===== config.mk =====
export PLATFORM = sky130hd
export DESIGN_NAME = keyed_record_table
export DESIGN_NICKNAME = d
export VERILOG_FILES = /design/src/design/krt_pkg.sv /design/src/design/krt_store.sv /design/src/design/krt_ctrl.sv /design/src/design/keyed_record_table.sv
export SDC_FILE = /design/constraint.sdc
export NUM_CORES = 1
export LEC_CHECK = 0
export BUFFER_PORTS_ARGS = -buffer_cell sky130_fd_sc_hd__buf_2
export CORE_MARGIN = 4
export CORE_UTILIZATION = 56
export DETAILED_ROUTE_END_ITERATION = 7
export GPL_TIMING_DRIVEN = 1
export PLACE_DENSITY = 0.7
export SETUP_SLACK_MARGIN = 0.15
export SYNTH_ARGS = -nofsm -noshare
export SYNTH_HDL_FRONTEND = slang
export SYNTH_SLANG_ARGS = --single-unit

===== constraint.sdc =====
create_clock -name clk -period 12.8 [get_ports clk]
set_input_delay 1.28 -clock clk [delete_from_list [all_inputs] [get_ports clk]]
set_output_delay 1.28 -clock clk [all_outputs]
set_load 0.02 [all_outputs]

===== src/design/krt_pkg.sv =====
// ----------------------------------------------------------------------------
// krt_pkg: shared types for the keyed record table
// Opcodes, status codes, the stored record layout and store commands.
// ----------------------------------------------------------------------------
`default_nettype none

package krt_pkg;

  localparam int KEY_W   = 16;
  localparam int SLOT_W  = 4;
  localparam int MAX_OUT = 16;
  localparam int CNT_W   = $clog2(MAX_OUT + 1);

  typedef logic [KEY_W-1:0]  key_t;
  typedef logic [SLOT_W-1:0] slot_t;
  typedef logic [CNT_W-1:0]  cnt_t;

  typedef enum logic [1:0] {
    OP_INSERT = 2'd0,
    OP_DELETE = 2'd1,
    OP_LOOKUP = 2'd2,
    OP_LIST   = 2'd3
  } opcode_t;

  typedef enum logic [2:0] {
    ST_OK       = 3'd0,
    ST_FULL     = 3'd1,
    ST_DUP      = 3'd2,
    ST_NOTFOUND = 3'd3,
    ST_EMPTY    = 3'd4
  } status_t;

  typedef struct packed {
    logic [6:0]  age;
    logic [7:0]  sex;
    logic [3:0]  grade_one;
    logic [3:0]  grade_two;
    logic [4:0]  day;
    logic [3:0]  month;
    logic [13:0] year;
  } rec_t;

  typedef struct packed {
    logic rd_en;
    logic wr_en;
    logic clr_en;
  } store_cmd_t;

endpackage

`default_nettype wire


===== src/design/krt_store.sv =====
// ----------------------------------------------------------------------------
// krt_store: slot storage
// Key and record memories with registered reads, plus the
// per-slot valid bits, cleared at reset and read alongside the memories.
// ----------------------------------------------------------------------------
`default_nettype none

module krt_store #(
  parameter int TABLE_SLOTS = 16,
  parameter int IDX_W       = (TABLE_SLOTS > 1) ? $clog2(TABLE_SLOTS) : 1
) (
  input  wire logic                clk,
  input  wire logic                rst,
  input  wire krt_pkg::store_cmd_t cmd,
  input  wire logic [IDX_W-1:0]    rd_addr,
  input  wire logic [IDX_W-1:0]    wr_addr,
  input  wire krt_pkg::key_t       wr_key,
  input  wire krt_pkg::rec_t       wr_rec,
  output krt_pkg::key_t            rsp_key,
  output krt_pkg::rec_t            rsp_rec,
  output logic                     rsp_valid
);

  krt_pkg::key_t           key_mem [TABLE_SLOTS];
  krt_pkg::rec_t           rec_mem [TABLE_SLOTS];
  logic [TABLE_SLOTS-1:0]  valid;

  always_ff @(posedge clk) begin
    if (cmd.wr_en) begin
      key_mem[wr_addr] <= wr_key;
      rec_mem[wr_addr] <= wr_rec;
    end
    if (cmd.rd_en) begin
      rsp_key <= key_mem[rd_addr];
      rsp_rec <= rec_mem[rd_addr];
    end
  end

  always_ff @(posedge clk) begin
    if (rst) begin
      valid     <= '0;
      rsp_valid <= 1'b0;
    end else begin
      if (cmd.wr_en) begin
        valid[wr_addr] <= 1'b1;
      end
      if (cmd.clr_en) begin
        valid[wr_addr] <= 1'b0;
      end
      if (cmd.rd_en) begin
        rsp_valid <= valid[rd_addr];
      end
    end
  end

endmodule

`default_nettype wire


===== src/design/krt_ctrl.sv =====
// ----------------------------------------------------------------------------
// krt_ctrl: operation sequencer
// Scans every slot through the store, tracks the first free slot and the
// key match, streams list words and writes back at the end of a pass.
// ----------------------------------------------------------------------------
`default_nettype none

module krt_ctrl #(
  parameter int TABLE_SLOTS = 16,
  parameter int IDX_W       = (TABLE_SLOTS > 1) ? $clog2(TABLE_SLOTS) : 1
) (
  input  wire logic                clk,
  input  wire logic                rst,
  input  wire logic                start,
  output logic                     busy,
  input  wire krt_pkg::opcode_t    opcode,
  input  wire krt_pkg::key_t       key,
  input  wire krt_pkg::rec_t       rec,
  output krt_pkg::store_cmd_t      cmd,
  output logic [IDX_W-1:0]         rd_addr,
  output logic [IDX_W-1:0]         wr_addr,
  output krt_pkg::key_t            wr_key,
  output krt_pkg::rec_t            wr_rec,
  input  wire krt_pkg::key_t       rsp_key,
  input  wire krt_pkg::rec_t       rsp_rec,
  input  wire logic                rsp_valid,
  output logic                     out_strobe,
  output krt_pkg::status_t         out_status,
  output krt_pkg::slot_t           out_slot,
  output krt_pkg::key_t            out_key,
  output krt_pkg::rec_t            out_rec,
  output logic                     out_last
);

  localparam logic [IDX_W-1:0] LAST_IDX = IDX_W'(TABLE_SLOTS - 1);

  typedef enum logic [1:0] {
    S_IDLE,
    S_SCAN,
    S_LAST,
    S_DONE
  } state_t;

  state_t             state;
  krt_pkg::opcode_t   op_q;
  krt_pkg::key_t      key_q;
  krt_pkg::rec_t      rec_q;
  logic [IDX_W-1:0]   scan_idx;
  logic               rsp_en;
  logic [IDX_W-1:0]   rsp_idx;
  logic               have_free;
  logic [IDX_W-1:0]   free_idx;
  logic               have_match;
  logic [IDX_W-1:0]   match_idx;
  krt_pkg::rec_t      match_rec;
  logic               pend_ok;
  logic [IDX_W-1:0]   pend_idx;
  krt_pkg::key_t      pend_key;
  krt_pkg::rec_t      pend_rec;
  krt_pkg::cnt_t      list_cnt;

  assign busy       = (state != S_IDLE);
  assign rd_addr    = scan_idx;
  assign wr_addr    = (op_q == krt_pkg::OP_INSERT) ? free_idx : match_idx;
  assign wr_key     = key_q;
  assign wr_rec     = rec_q;
  assign cmd.rd_en  = (state == S_SCAN);
  assign cmd.wr_en  = (state == S_DONE) && (op_q == krt_pkg::OP_INSERT) &&
                      have_free && !have_match;
  assign cmd.clr_en = (state == S_DONE) && (op_q == krt_pkg::OP_DELETE) && have_match;

  always_ff @(posedge clk) begin
    rsp_idx <= scan_idx;
    if (rst) begin
      state      <= S_IDLE;
      out_strobe <= 1'b0;
      rsp_en     <= 1'b0;
      list_cnt   <= '0;
    end else begin
      out_strobe <= 1'b0;
      rsp_en     <= (state == S_SCAN);
      unique case (state)
        S_IDLE: begin
          if (start) begin
            op_q       <= opcode;
            key_q      <= key;
            rec_q      <= rec;
            scan_idx   <= '0;
            have_free  <= 1'b0;
            have_match <= 1'b0;
            pend_ok    <= 1'b0;
            list_cnt   <= '0;
            state      <= S_SCAN;
          end
        end
        S_SCAN: begin
          scan_idx <= scan_idx + 1'b1;
          if (scan_idx == LAST_IDX) begin
            state <= S_LAST;
          end
        end
        S_LAST: begin
          state <= S_DONE;
        end
        S_DONE: begin
          out_strobe <= 1'b1;
          out_last   <= 1'b1;
          out_status <= krt_pkg::ST_OK;
          out_slot   <= '0;
          out_key    <= '0;
          out_rec    <= '0;
          unique case (op_q) inside
            krt_pkg::OP_INSERT: begin
              if (!have_free) begin
                out_status <= krt_pkg::ST_FULL;
              end else if (have_match) begin
                out_status <= krt_pkg::ST_DUP;
                out_slot   <= krt_pkg::slot_t'(match_idx);
                out_key    <= key_q;
                out_rec    <= match_rec;
              end else begin
                out_slot <= krt_pkg::slot_t'(free_idx);
                out_key  <= key_q;
                out_rec  <= rec_q;
              end
            end
            krt_pkg::OP_DELETE, krt_pkg::OP_LOOKUP: begin
              if (have_match) begin
                out_slot <= krt_pkg::slot_t'(match_idx);
                out_key  <= key_q;
                out_rec  <= match_rec;
              end else begin
                out_status <= krt_pkg::ST_NOTFOUND;
              end
            end
            krt_pkg::OP_LIST: begin
              if (pend_ok) begin
                out_slot <= krt_pkg::slot_t'(pend_idx);
                out_key  <= pend_key;
                out_rec  <= pend_rec;
              end else begin
                out_status <= krt_pkg::ST_EMPTY;
              end
            end
          endcase
          state <= S_IDLE;
        end
      endcase

      if (rsp_en) begin
        if (!rsp_valid && !have_free) begin
          have_free <= 1'b1;
          free_idx  <= rsp_idx;
        end
        if (rsp_valid && (rsp_key == key_q) && !have_match) begin
          have_match <= 1'b1;
          match_idx  <= rsp_idx;
          match_rec  <= rsp_rec;
        end
        if ((op_q == krt_pkg::OP_LIST) && rsp_valid &&
            (list_cnt < krt_pkg::CNT_W'(krt_pkg::MAX_OUT))) begin
          if (pend_ok) begin
            out_strobe <= 1'b1;
            out_last   <= 1'b0;
            out_status <= krt_pkg::ST_OK;
            out_slot   <= krt_pkg::slot_t'(pend_idx);
            out_key    <= pend_key;
            out_rec    <= pend_rec;
          end
          pend_ok  <= 1'b1;
          pend_idx <= rsp_idx;
          pend_key <= rsp_key;
          pend_rec <= rsp_rec;
          list_cnt <= list_cnt + 1'b1;
        end
      end
    end
  end

`ifndef NO_ASSERTIONS
  a_done_emits_last: assert property (@(posedge clk) disable iff (rst)
    $fell(busy) |-> out_strobe && out_last)
    else $error("operation ended without a final word");

  a_mid_list_busy: assert property (@(posedge clk) disable iff (rst)
    out_strobe && !out_last |-> busy && (op_q == krt_pkg::OP_LIST))
    else $error("non-final word outside a list pass");

  a_rsp_in_scan: assert property (@(posedge clk) disable iff (rst)
    rsp_en |-> (state == S_SCAN) || (state == S_LAST))
    else $error("store response outside a scan");

  a_miss_zero: assert property (@(posedge clk) disable iff (rst)
    out_strobe && ((out_status == krt_pkg::ST_FULL) ||
                   (out_status == krt_pkg::ST_NOTFOUND) ||
                   (out_status == krt_pkg::ST_EMPTY))
    |-> (out_key == '0) && (out_rec == '0) && (out_slot == '0))
    else $error("failure word carries record fields");

  a_list_cap: assert property (@(posedge clk) disable iff (rst)
    list_cnt <= krt_pkg::CNT_W'(krt_pkg::MAX_OUT))
    else $error("list count past limit");
`endif

endmodule

`default_nettype wire


===== src/design/keyed_record_table.sv =====
// ----------------------------------------------------------------------------
// keyed_record_table: fixed slot table of keyed records
// Insert, delete, lookup and list over TABLE_SLOTS slots with valid bits.
// ----------------------------------------------------------------------------
// Usage:
//   Drive opcode, key and record fields with start high; the word is taken
//   at an edge where start is high and busy is low. busy stays high until
//   the operation has finished.
//   Every operation reads all slots in turn from the store, one slot a
//   cycle, so busy stays high through the scan and the closing states. A
//   new word can be taken at the edge that ends the first cycle with busy
//   low; no new word is taken while an operation is in progress.
//   Results appear on the result ports for one cycle with strobe high;
//   the final result of an operation has last high and appears in the
//   first cycle with busy low. A list operation also emits its earlier
//   records during the scan, at most one per cycle, in slot order, up to
//   fifteen. The receiver cannot stall; each result must be taken when shown.
//   Reset empties every slot at once; no clearing pass is needed.
// ----------------------------------------------------------------------------
`default_nettype none

module keyed_record_table #(
  parameter int TABLE_SLOTS = 16
) (
  input  wire logic        clk,
  input  wire logic        rst,
  input  wire logic        start,
  output logic             busy,
  input  wire logic [1:0]  opcode,
  input  wire logic [15:0] key,
  input  wire logic [6:0]  age,
  input  wire logic [7:0]  sex,
  input  wire logic [3:0]  grade_one,
  input  wire logic [3:0]  grade_two,
  input  wire logic [4:0]  day,
  input  wire logic [3:0]  month,
  input  wire logic [13:0] year,
  output logic             strobe,
  output logic [2:0]       status,
  output logic [3:0]       slot,
  output logic [15:0]      found_key,
  output logic [6:0]       found_age,
  output logic [7:0]       found_sex,
  output logic [3:0]       found_grade_one,
  output logic [3:0]       found_grade_two,
  output logic [4:0]       average_halves,
  output logic [4:0]       found_day,
  output logic [3:0]       found_month,
  output logic [13:0]      found_year,
  output logic             last
);

  localparam int IDX_W = (TABLE_SLOTS > 1) ? $clog2(TABLE_SLOTS) : 1;

  krt_pkg::rec_t        rec_in;
  krt_pkg::store_cmd_t  cmd;
  logic [IDX_W-1:0]     rd_addr;
  logic [IDX_W-1:0]     wr_addr;
  krt_pkg::key_t        wr_key;
  krt_pkg::rec_t        wr_rec;
  krt_pkg::key_t        rsp_key;
  krt_pkg::rec_t        rsp_rec;
  logic                 rsp_valid;
  krt_pkg::status_t     out_status;
  krt_pkg::rec_t        out_rec;

  assign rec_in.age       = age;
  assign rec_in.sex       = sex;
  assign rec_in.grade_one = grade_one;
  assign rec_in.grade_two = grade_two;
  assign rec_in.day       = day;
  assign rec_in.month     = month;
  assign rec_in.year      = year;

  krt_ctrl #(
    .TABLE_SLOTS (TABLE_SLOTS),
    .IDX_W       (IDX_W)
  ) u_ctrl (
    .clk        (clk),
    .rst        (rst),
    .start      (start),
    .busy       (busy),
    .opcode     (krt_pkg::opcode_t'(opcode)),
    .key        (key),
    .rec        (rec_in),
    .cmd        (cmd),
    .rd_addr    (rd_addr),
    .wr_addr    (wr_addr),
    .wr_key     (wr_key),
    .wr_rec     (wr_rec),
    .rsp_key    (rsp_key),
    .rsp_rec    (rsp_rec),
    .rsp_valid  (rsp_valid),
    .out_strobe (strobe),
    .out_status (out_status),
    .out_slot   (slot),
    .out_key    (found_key),
    .out_rec    (out_rec),
    .out_last   (last)
  );

  krt_store #(
    .TABLE_SLOTS (TABLE_SLOTS),
    .IDX_W       (IDX_W)
  ) u_store (
    .clk       (clk),
    .rst       (rst),
    .cmd       (cmd),
    .rd_addr   (rd_addr),
    .wr_addr   (wr_addr),
    .wr_key    (wr_key),
    .wr_rec    (wr_rec),
    .rsp_key   (rsp_key),
    .rsp_rec   (rsp_rec),
    .rsp_valid (rsp_valid)
  );

  assign status          = out_status;
  assign found_age       = out_rec.age;
  assign found_sex       = out_rec.sex;
  assign found_grade_one = out_rec.grade_one;
  assign found_grade_two = out_rec.grade_two;
  assign average_halves  = {1'b0, out_rec.grade_one} + {1'b0, out_rec.grade_two};
  assign found_day       = out_rec.day;
  assign found_month     = out_rec.month;
  assign found_year      = out_rec.year;

endmodule

`default_nettype wire

==> out/metrics.csv, run 1 <==
stage,metric,value,unit
cts,path_clk_slew,0.06,ns
yosys,yosys-top-cells-area,"edfxtp_1, mux4_2, a221o_1",
yosys,synth-seq-area-share,76.9,%
global_routing,grt-ovfl-total,0,
hold_path,holdPathStages,0,
critical_path,cp.required,13.15,ns
cells_and_area,drive_above_1_share,26.0,%
drt,firstDrtPassIters,5,
cells_and_area,nNetsFinal,2738,
timing,slew_headroom,29.0,%
timing,finalSetupViolations,0,
yosys,synth_edf_count,1315,
critical_path,reg2reg_depth,5,
yosys,ys_types,56,
yosys,synth_top_area_share,75.8,%
critical_path,endpoint_kind,flop,
drt,drt-total-wl,120000,µm
cts,holdBufCountCts,0,
cells_and_area,n_fill_cell,6149,
critical_path,worstPathMaxFanout,76,
yosys,yosys_warnings,0,
drt,drc,0,
timing,fin_crit,4.30,ns
timing,tightest_slew,1.07,ns
cts,post_cts_resized,0,
floorplan,io_pins,144,
drt,viasPerCell,6.50,
floorplan,die_area,98000,µm²
placed_design,dp_hpwl,61300,µm
timing,fmax,233,MHz
drt,ant_nets,0,
power,power_leakage,18.7,nW
placed_design,pre_cts_ws,8.51,ns
cells_and_area,ff_latch_area,40100,µm²
timing,setup_ws,8.50,ns
yosys,yosys.area.top_type,edfxtp_1,
cells_and_area,synthToLayoutAreaGrowth,12.3,%
floorplan,rows,111,
cts,cts_made_buffers,137,
timing,rsz0062_at_grt,no,
power,power_per_cell_area,179,nW/µm²
yosys,synth-async-reset-ratio,0,%
cts,clock_path_buffers,3,
drt,dr.first_iter.drc_count,3381,
timing,tns,0,ns
drt,routedWlPerCell,29.9,µm
placed_design,port_buffers,143,
flow_run,drv_cap,0,
outcome,outcome,"complete, no violations",
timing,post-route-period-util,33.6,%
hold_path,hold_class,flop to flop,
cts,clk_latency,0.75,ns
timing,hold_viol_final,0,
yosys,syn-cell-area,52100,µm²
cts,post_cts_buffers,0,
floorplan,start_util,56.7,%
critical_path,start_kind,flop,
global_routing,grtUsageTotal,24.7,%
yosys,ys_ff_latch,1345,
global_routing,grt_pass1_vias,26300,
floorplan,die_h,313,µm
placed_design,gp_congestion,0.788,
yosys,synth_area_per_cell,21.1,µm²
timing,fin_worst_skew,0.0283,ns
cts,cts_root_buffer,clkbuf_16,
yosys,netlist_instances,2471,
yosys,synthFlopType,edfxtp_1,
floorplan,die_w,313,µm
yosys,syn_nets,2552,
global_routing,grt_pass1_wl,177000,µm
drt,vias,26000,
cells_and_area,post-route-util,63.7,%
cts,cts.sinks,1345,
cts,cts-htree-levels,4,
critical_path,cp.arrival,4.65,ns
power,ir_drop,130,µV
global_routing,grt_antenna_before_repair,3,
cells_and_area,multi_input_area,11300,µm²
global_routing,grt_max_degree,171,
floorplan,core,91900,µm²
cts,tritoncts,built,
timing,slew_violations,0,
critical_path,crit_type,flop to flop,
==> placed cells by master, fill, tap and decap left out, types with 21 or more instances in the layout <==
cell type,synthesis,routed
nor3b_1,63,63
clkinv_1,0,21
a21oi_1,88,88
mux2i_1,65,65
buf_4,15,54
edfxtp_1,1315,1315
a22o_1,65,65
clkbuf_16,0,140
buf_2,55,143
mux2_2,50,50
a211oi_1,80,80
dfxtp_1,30,30
clkinv_2,0,22
clkbuf_1,56,32
a221o_1,66,66
mux4_2,251,251
nor2b_1,69,69
==> stage by stage <==
stage,std cells,cell area (µm²),hold slack [ns],power [mW]
2_1_floorplan,2471,52100,0.343,6.27
3_5_place_dp,3761,54200,0.432,6.68
5_1_grt,4006,58500,0.460,10.8
3_3_place_gp,3761,54200,0.427,6.65
6_report,4008,58500,0.444,10.5
4_1_cts,4006,58500,0.447,10.5
==> Yosys cell counts (2+ instances only) <==
cell type / n
a211oi_1: 80
a21oi_1: 88
a221o_1: 66
a22o_1: 65
a22oi_1: 2
a32oi_1: 3
and2_1: 4
and3_1: 2
and3b_1: 2
and4_1: 4
buf_1: 10
buf_2: 55
buf_4: 15
buf_6: 16
clkbuf_1: 56
dfxtp_1: 30
edfxtp_1: 1315
ha_1: 13
inv_1: 14
mux2_2: 50
mux2i_1: 65
mux4_2: 251
nand2_1: 18
nand2b_1: 5
nand3_1: 8
nand3b_1: 3
nand4_1: 6
nor2_1: 35
nor2b_1: 69
nor3_1: 6
nor3b_1: 63
nor4_1: 3
o21ai_0: 5
o21ai_1: 2
o22ai_1: 2
xnor2_1: 6
xor2_1: 15
==> worst max-delay path: stages (launching register included) <==
cell     delay (ns)
dfxtp_1        0.47
ha_4           0.29
buf_4          0.74
nand4_1        0.61
nor2_4         0.96
buf_4          0.79
==> where the power goes <==
| group | switching [mW] | internal, mW | total [mW] |
|---|---|---|---|
| Clock | 1.66 | 2.22 | 3.88 |
| Combinational | 0.733 | 0.559 | 1.29 |
| Sequential | 0.176 | 5.12 | 5.29 |
| Total | 2.57 | 7.89 | 10.5 |
==> flip-flops by register name (all words and copies together), names as in the netlist, 4 cells and up <==
| register | count |
|---|---|
| u_store.rec_mem | 736 |
| u_ctrl.list_cnt | 5 |
| u_ctrl.wr_key | 16 |
| u_ctrl.out_rec | 46 |
| u_store.rsp_key | 16 |
| u_ctrl.pend_idx | 4 |
| u_store.valid | 16 |
| u_store.rsp_rec | 46 |
| u_ctrl.match_rec | 46 |
| u_ctrl.rd_addr | 4 |
| u_ctrl.pend_rec | 46 |
| u_ctrl.out_slot | 4 |
| u_ctrl.match_idx | 4 |
| u_ctrl.out_key | 16 |
| u_ctrl.pend_key | 16 |
| u_ctrl.rsp_idx | 4 |
| u_store.key_mem | 256 |
| u_ctrl.wr_rec | 46 |
| u_ctrl.free_idx | 4 |
==> layer usage <==
metal,routed length (µm),GRT usage [%]
met5,0,0
met4,2490,6.34
met3,10700,4.63
met2,57700,39.0
met1,49100,36.4
==> final timing paths <==
kind                       start                 endpoint  slack, ns
max              u_ctrl.state[0]  u_store.rec_mem[15][15]       8.50
min          u_store.rsp_rec[25]     u_ctrl.match_rec[25]       0.44
max reg2reg      u_ctrl.state[0]  u_store.rec_mem[15][15]       8.50
min reg2reg  u_store.rsp_rec[25]     u_ctrl.match_rec[25]       0.44
==> cell families (layout without fill, tap and decap cells) <==
kind of cell,after synthesis,in the layout,share of synthesized area [%]
other,0,2,0
XOR/XNOR,21,21,0.353
flip-flops,1345,1345,76.9
multiplexers,366,366,13.2
AND/OR/NAND/NOR,234,234,2.73
AO/OA/AOI/OAI,325,325,4.77
buffers and inverters,166,458,1.67
adder cells (fa/ha/maj),14,14,0.351
==> cell type report <==
type                    count  share of cell area, %
clock inverters            72                   1.22
clock buffers             173                   6.21
flip-flops and latches   1345                   68.5
inverters                  14                 0.0919
multi-input cells         960                   19.3
well taps                1243                   2.66
diodes                      2                0.00855
repair buffers            199                   1.98
Power figures use the tool's default switching activity.
==> inputs of run 2 (changes only) <==
==> constraint.sdc (replaced) <==
create_clock -name clk -period 4.05 [get_ports clk]
set_input_delay 0.405 -clock clk [delete_from_list [all_inputs] [get_ports clk]]
set_output_delay 0.405 -clock clk [all_outputs]
set_load 0.02 [all_outputs]
==> out/metrics.csv, run 2 (synthesis results as in run 1) <==
stage,metric,value,unit,change
outcome,outcome,"complete, no violations",,
timing,fmax,348,MHz,+49%
cells_and_area,reg_top3,"u_store.rec_mem (736), u_store.key_mem (256)",,
placed_design,dp_cells,3798,,+0.98%
placed_design,port_buffers,143,,unchanged
critical_path,crit_family,multiplexers,,
drt,drt-total-wl,120000,µm,about the same
critical_path,crit_buf_inv,2,,unchanged
placed_design,gp_congestion,0.773,,-1.8%
floorplan,die_h,313,µm,unchanged
power,comb_power_share,13.1,%,+0.8 points
cells_and_area,largest_register_ffs,736,,unchanged
power,power_switching,8.20,mW,+220%
critical_path,cp.required,4.50,ns,-8.65 ns
timing,hold_viol_final,0,,unchanged
drt,routedWlPerCell,29.2,µm,-2.4%
timing,finalSetupViolations,0,,unchanged
cts,post_cts_buffers,0,,unchanged
flow_run,drv_cap,0,,unchanged
cells_and_area,post-route-util,64.9,%,+1.2 points
drt,dr.first_iter.drc_count,2936,,-13%
power,ir_drop,420,µV,+220%
floorplan,core,91900,µm²,unchanged
cts,cts.sinks,1345,,unchanged
power,power_leakage,19.2,nW,+2.5%
floorplan,rows,111,,unchanged
cts,cts_made_buffers,136,,-0.73%
global_routing,grt_max_degree,110,,-36%
global_routing,grt_pass1_vias,26900,,+2.2%
cells_and_area,fin_cells,4103,,+2.4%
cells_and_area,synthToLayoutAreaGrowth,14.5,%,
hold_path,hold_class,input port to flop,,
cts,clk_latency,0.73,ns,-0.02 ns
critical_path,endpoint_kind,flop,,
floorplan,die_w,313,µm,unchanged
critical_path,crit_type,flop to flop,,
timing,tightest_slew,1.28,ns,+0.220 ns
cells_and_area,nNetsFinal,2838,,+3.7%
cts,clock_path_buffers,3,,unchanged
critical_path,crit_slowest_cell,edfxtp_1,,
cells_and_area,final_cell_mix,"edfxtp_1, mux4_2, buf_2",,
critical_path,cp.arrival,3.32,ns,-1.33 ns
timing,fin_crit,2.88,ns,-1.42 ns
global_routing,grtUsageTotal,24.7,%,about the same
cts,cts-htree-levels,4,,unchanged
placed_design,dp_hpwl,66600,µm,+8.7%
timing,post-route-period-util,71.0,%,+37 points
global_routing,grt_pass1_wl,178000,µm,+0.31%
critical_path,worstPathMaxFanout,27,,-64%
cells_and_area,top_register,u_store.rec_mem,,
power,power_per_cell_area,556,nW/µm²,+210%
global_routing,grt_antenna_before_repair,1,,-2
timing,slew_headroom,14.4,%,-15 points
power,power.internal,25.0,mW,+220%
timing,rsz0062_at_grt,no,,
power,netSwitchingFraction,24.7,%,+0.11 points
drt,viasPerCell,6.39,,-1.7%
drt,vias,26200,,+0.63%
cells_and_area,final_common_cell,edfxtp_1,,
floorplan,io_pins,144,,unchanged
drt,drc,0,,unchanged
drt,firstDrtPassIters,7,,+2
timing,fin_worst_skew,0.0268,ns,-0.00149 ns
timing,holdWs,0.216,ns,-0.229 ns
critical_path,crit_chain,"buf_12, buf_4, mux4_2, mux2i_1, a21oi_1",,
cells_and_area,drive_above_1_share,26.4,%,+0.42 points
global_routing,grt-ovfl-total,0,,unchanged
critical_path,start_kind,flop,,
floorplan,start_util,56.7,%,unchanged
drt,ant_nets,0,,unchanged
timing,slew_violations,0,,unchanged
cts,cts_root_buffer,clkbuf_16,,
critical_path,critPathMaxStageDelay,0.85,ns,-0.11 ns
cells_and_area,n_fill_cell,6000,,-2.4%
cts,path_clk_slew,0.07,ns,about the same
cts,tritoncts,built,,
floorplan,die_area,98000,µm²,unchanged
power,p_seq_share,50.6,%,about the same
power,p_clk_share,36.2,%,-0.9 points
-- run 2: cell count changes in the layout (fill, tap and decap cells not counted), moves of 4 or more --
cell           delta
buf_12           +23
buf_4            +14
clkbuf_1          -5
clkinvlp_4        +5
dlygate4sd3_1    +64
inv_16            -4
-- run 2: layout make-up --
cell class / count / area (µm²) / share of cell area [%]
diodes: 1 / 2.50 / 0.00420
clock buffers: 166 / 3560 / 5.96
clock inverters: 74 / 697 / 1.17
inverters: 14 / 53.8 / 0.0902
multi-input cells: 960 / 11300 / 19.0
flip-flops and latches: 1345 / 40100 / 67.2
well taps: 1243 / 1560 / 2.61
repair buffers: 300 / 2370 / 3.97
-- run 2: path summary, 6_finish.rpt --
| kind | start | depth (start not counted) | slack [ns] | to |
|---|---|---|---|---|
| max | u_ctrl.rd_addr[0] | 5 | 1.17 | u_store.rsp_rec[36] |
| min | start | 4 | 0.22 | u_ctrl.list_cnt[0] |
| min reg2reg | u_store.rsp_rec[27] | 0 | 0.44 | u_ctrl.pend_rec[27] |
| max reg2reg | u_ctrl.rd_addr[0] | 5 | 1.17 | u_store.rsp_rec[36] |
-- run 2: per-layer routing --
metal  track usage, %  vias up  wire length, µm
met1             36.0    13700            49000
li1                 -    10900                -
met4             8.09        2             3740
met3             5.79      226            10800
met5                0        -               13
met2             37.7     1326            56300
-- run 2: through the flow --
stage / setup TNS [ns] / total power, mW / instance area, µm² / setup WS (ns)
after floorplan: -410.42 / 19.8 / 52100 / -0.463
after detailed placement: 0 / 21.4 / 54700 / 1.17
after global routing: 0 / 34.4 / 59600 / 1.01
after CTS: 0 / 33.4 / 59600 / 1.12
final: 0 / 33.2 / 59600 / 1.17
after global placement: 0 / 21.3 / 54700 / 1.13
-- run 2: power groups by stage --
| stage | clock network [mW] | logic [mW] | registers (mW) |
|---|---|---|---|
| after CTS | 12.2 | 4.41 | 16.8 |
| after detailed placement | 0 | 4.32 | 17.1 |
| after global placement | 0 | 4.25 | 17.0 |
| after floorplan | 0 | 2.94 | 16.9 |
| after global routing | 12.8 | 4.68 | 16.8 |
| final | 12.0 | 4.36 | 16.8 |
-- run 2: tightest hold or removal path, stage by stage --
cell and delay [ns]:
buf_2 0.17, a21oi_1 0.12, a21oi_1 0.16, nor2_1 0.05
-- run 2: what timing repair did --
action                    in CTS  in global routing
gates resized for setup        0                  0
hold endpoints to repair      64                  0
hold buffers                  64                  0
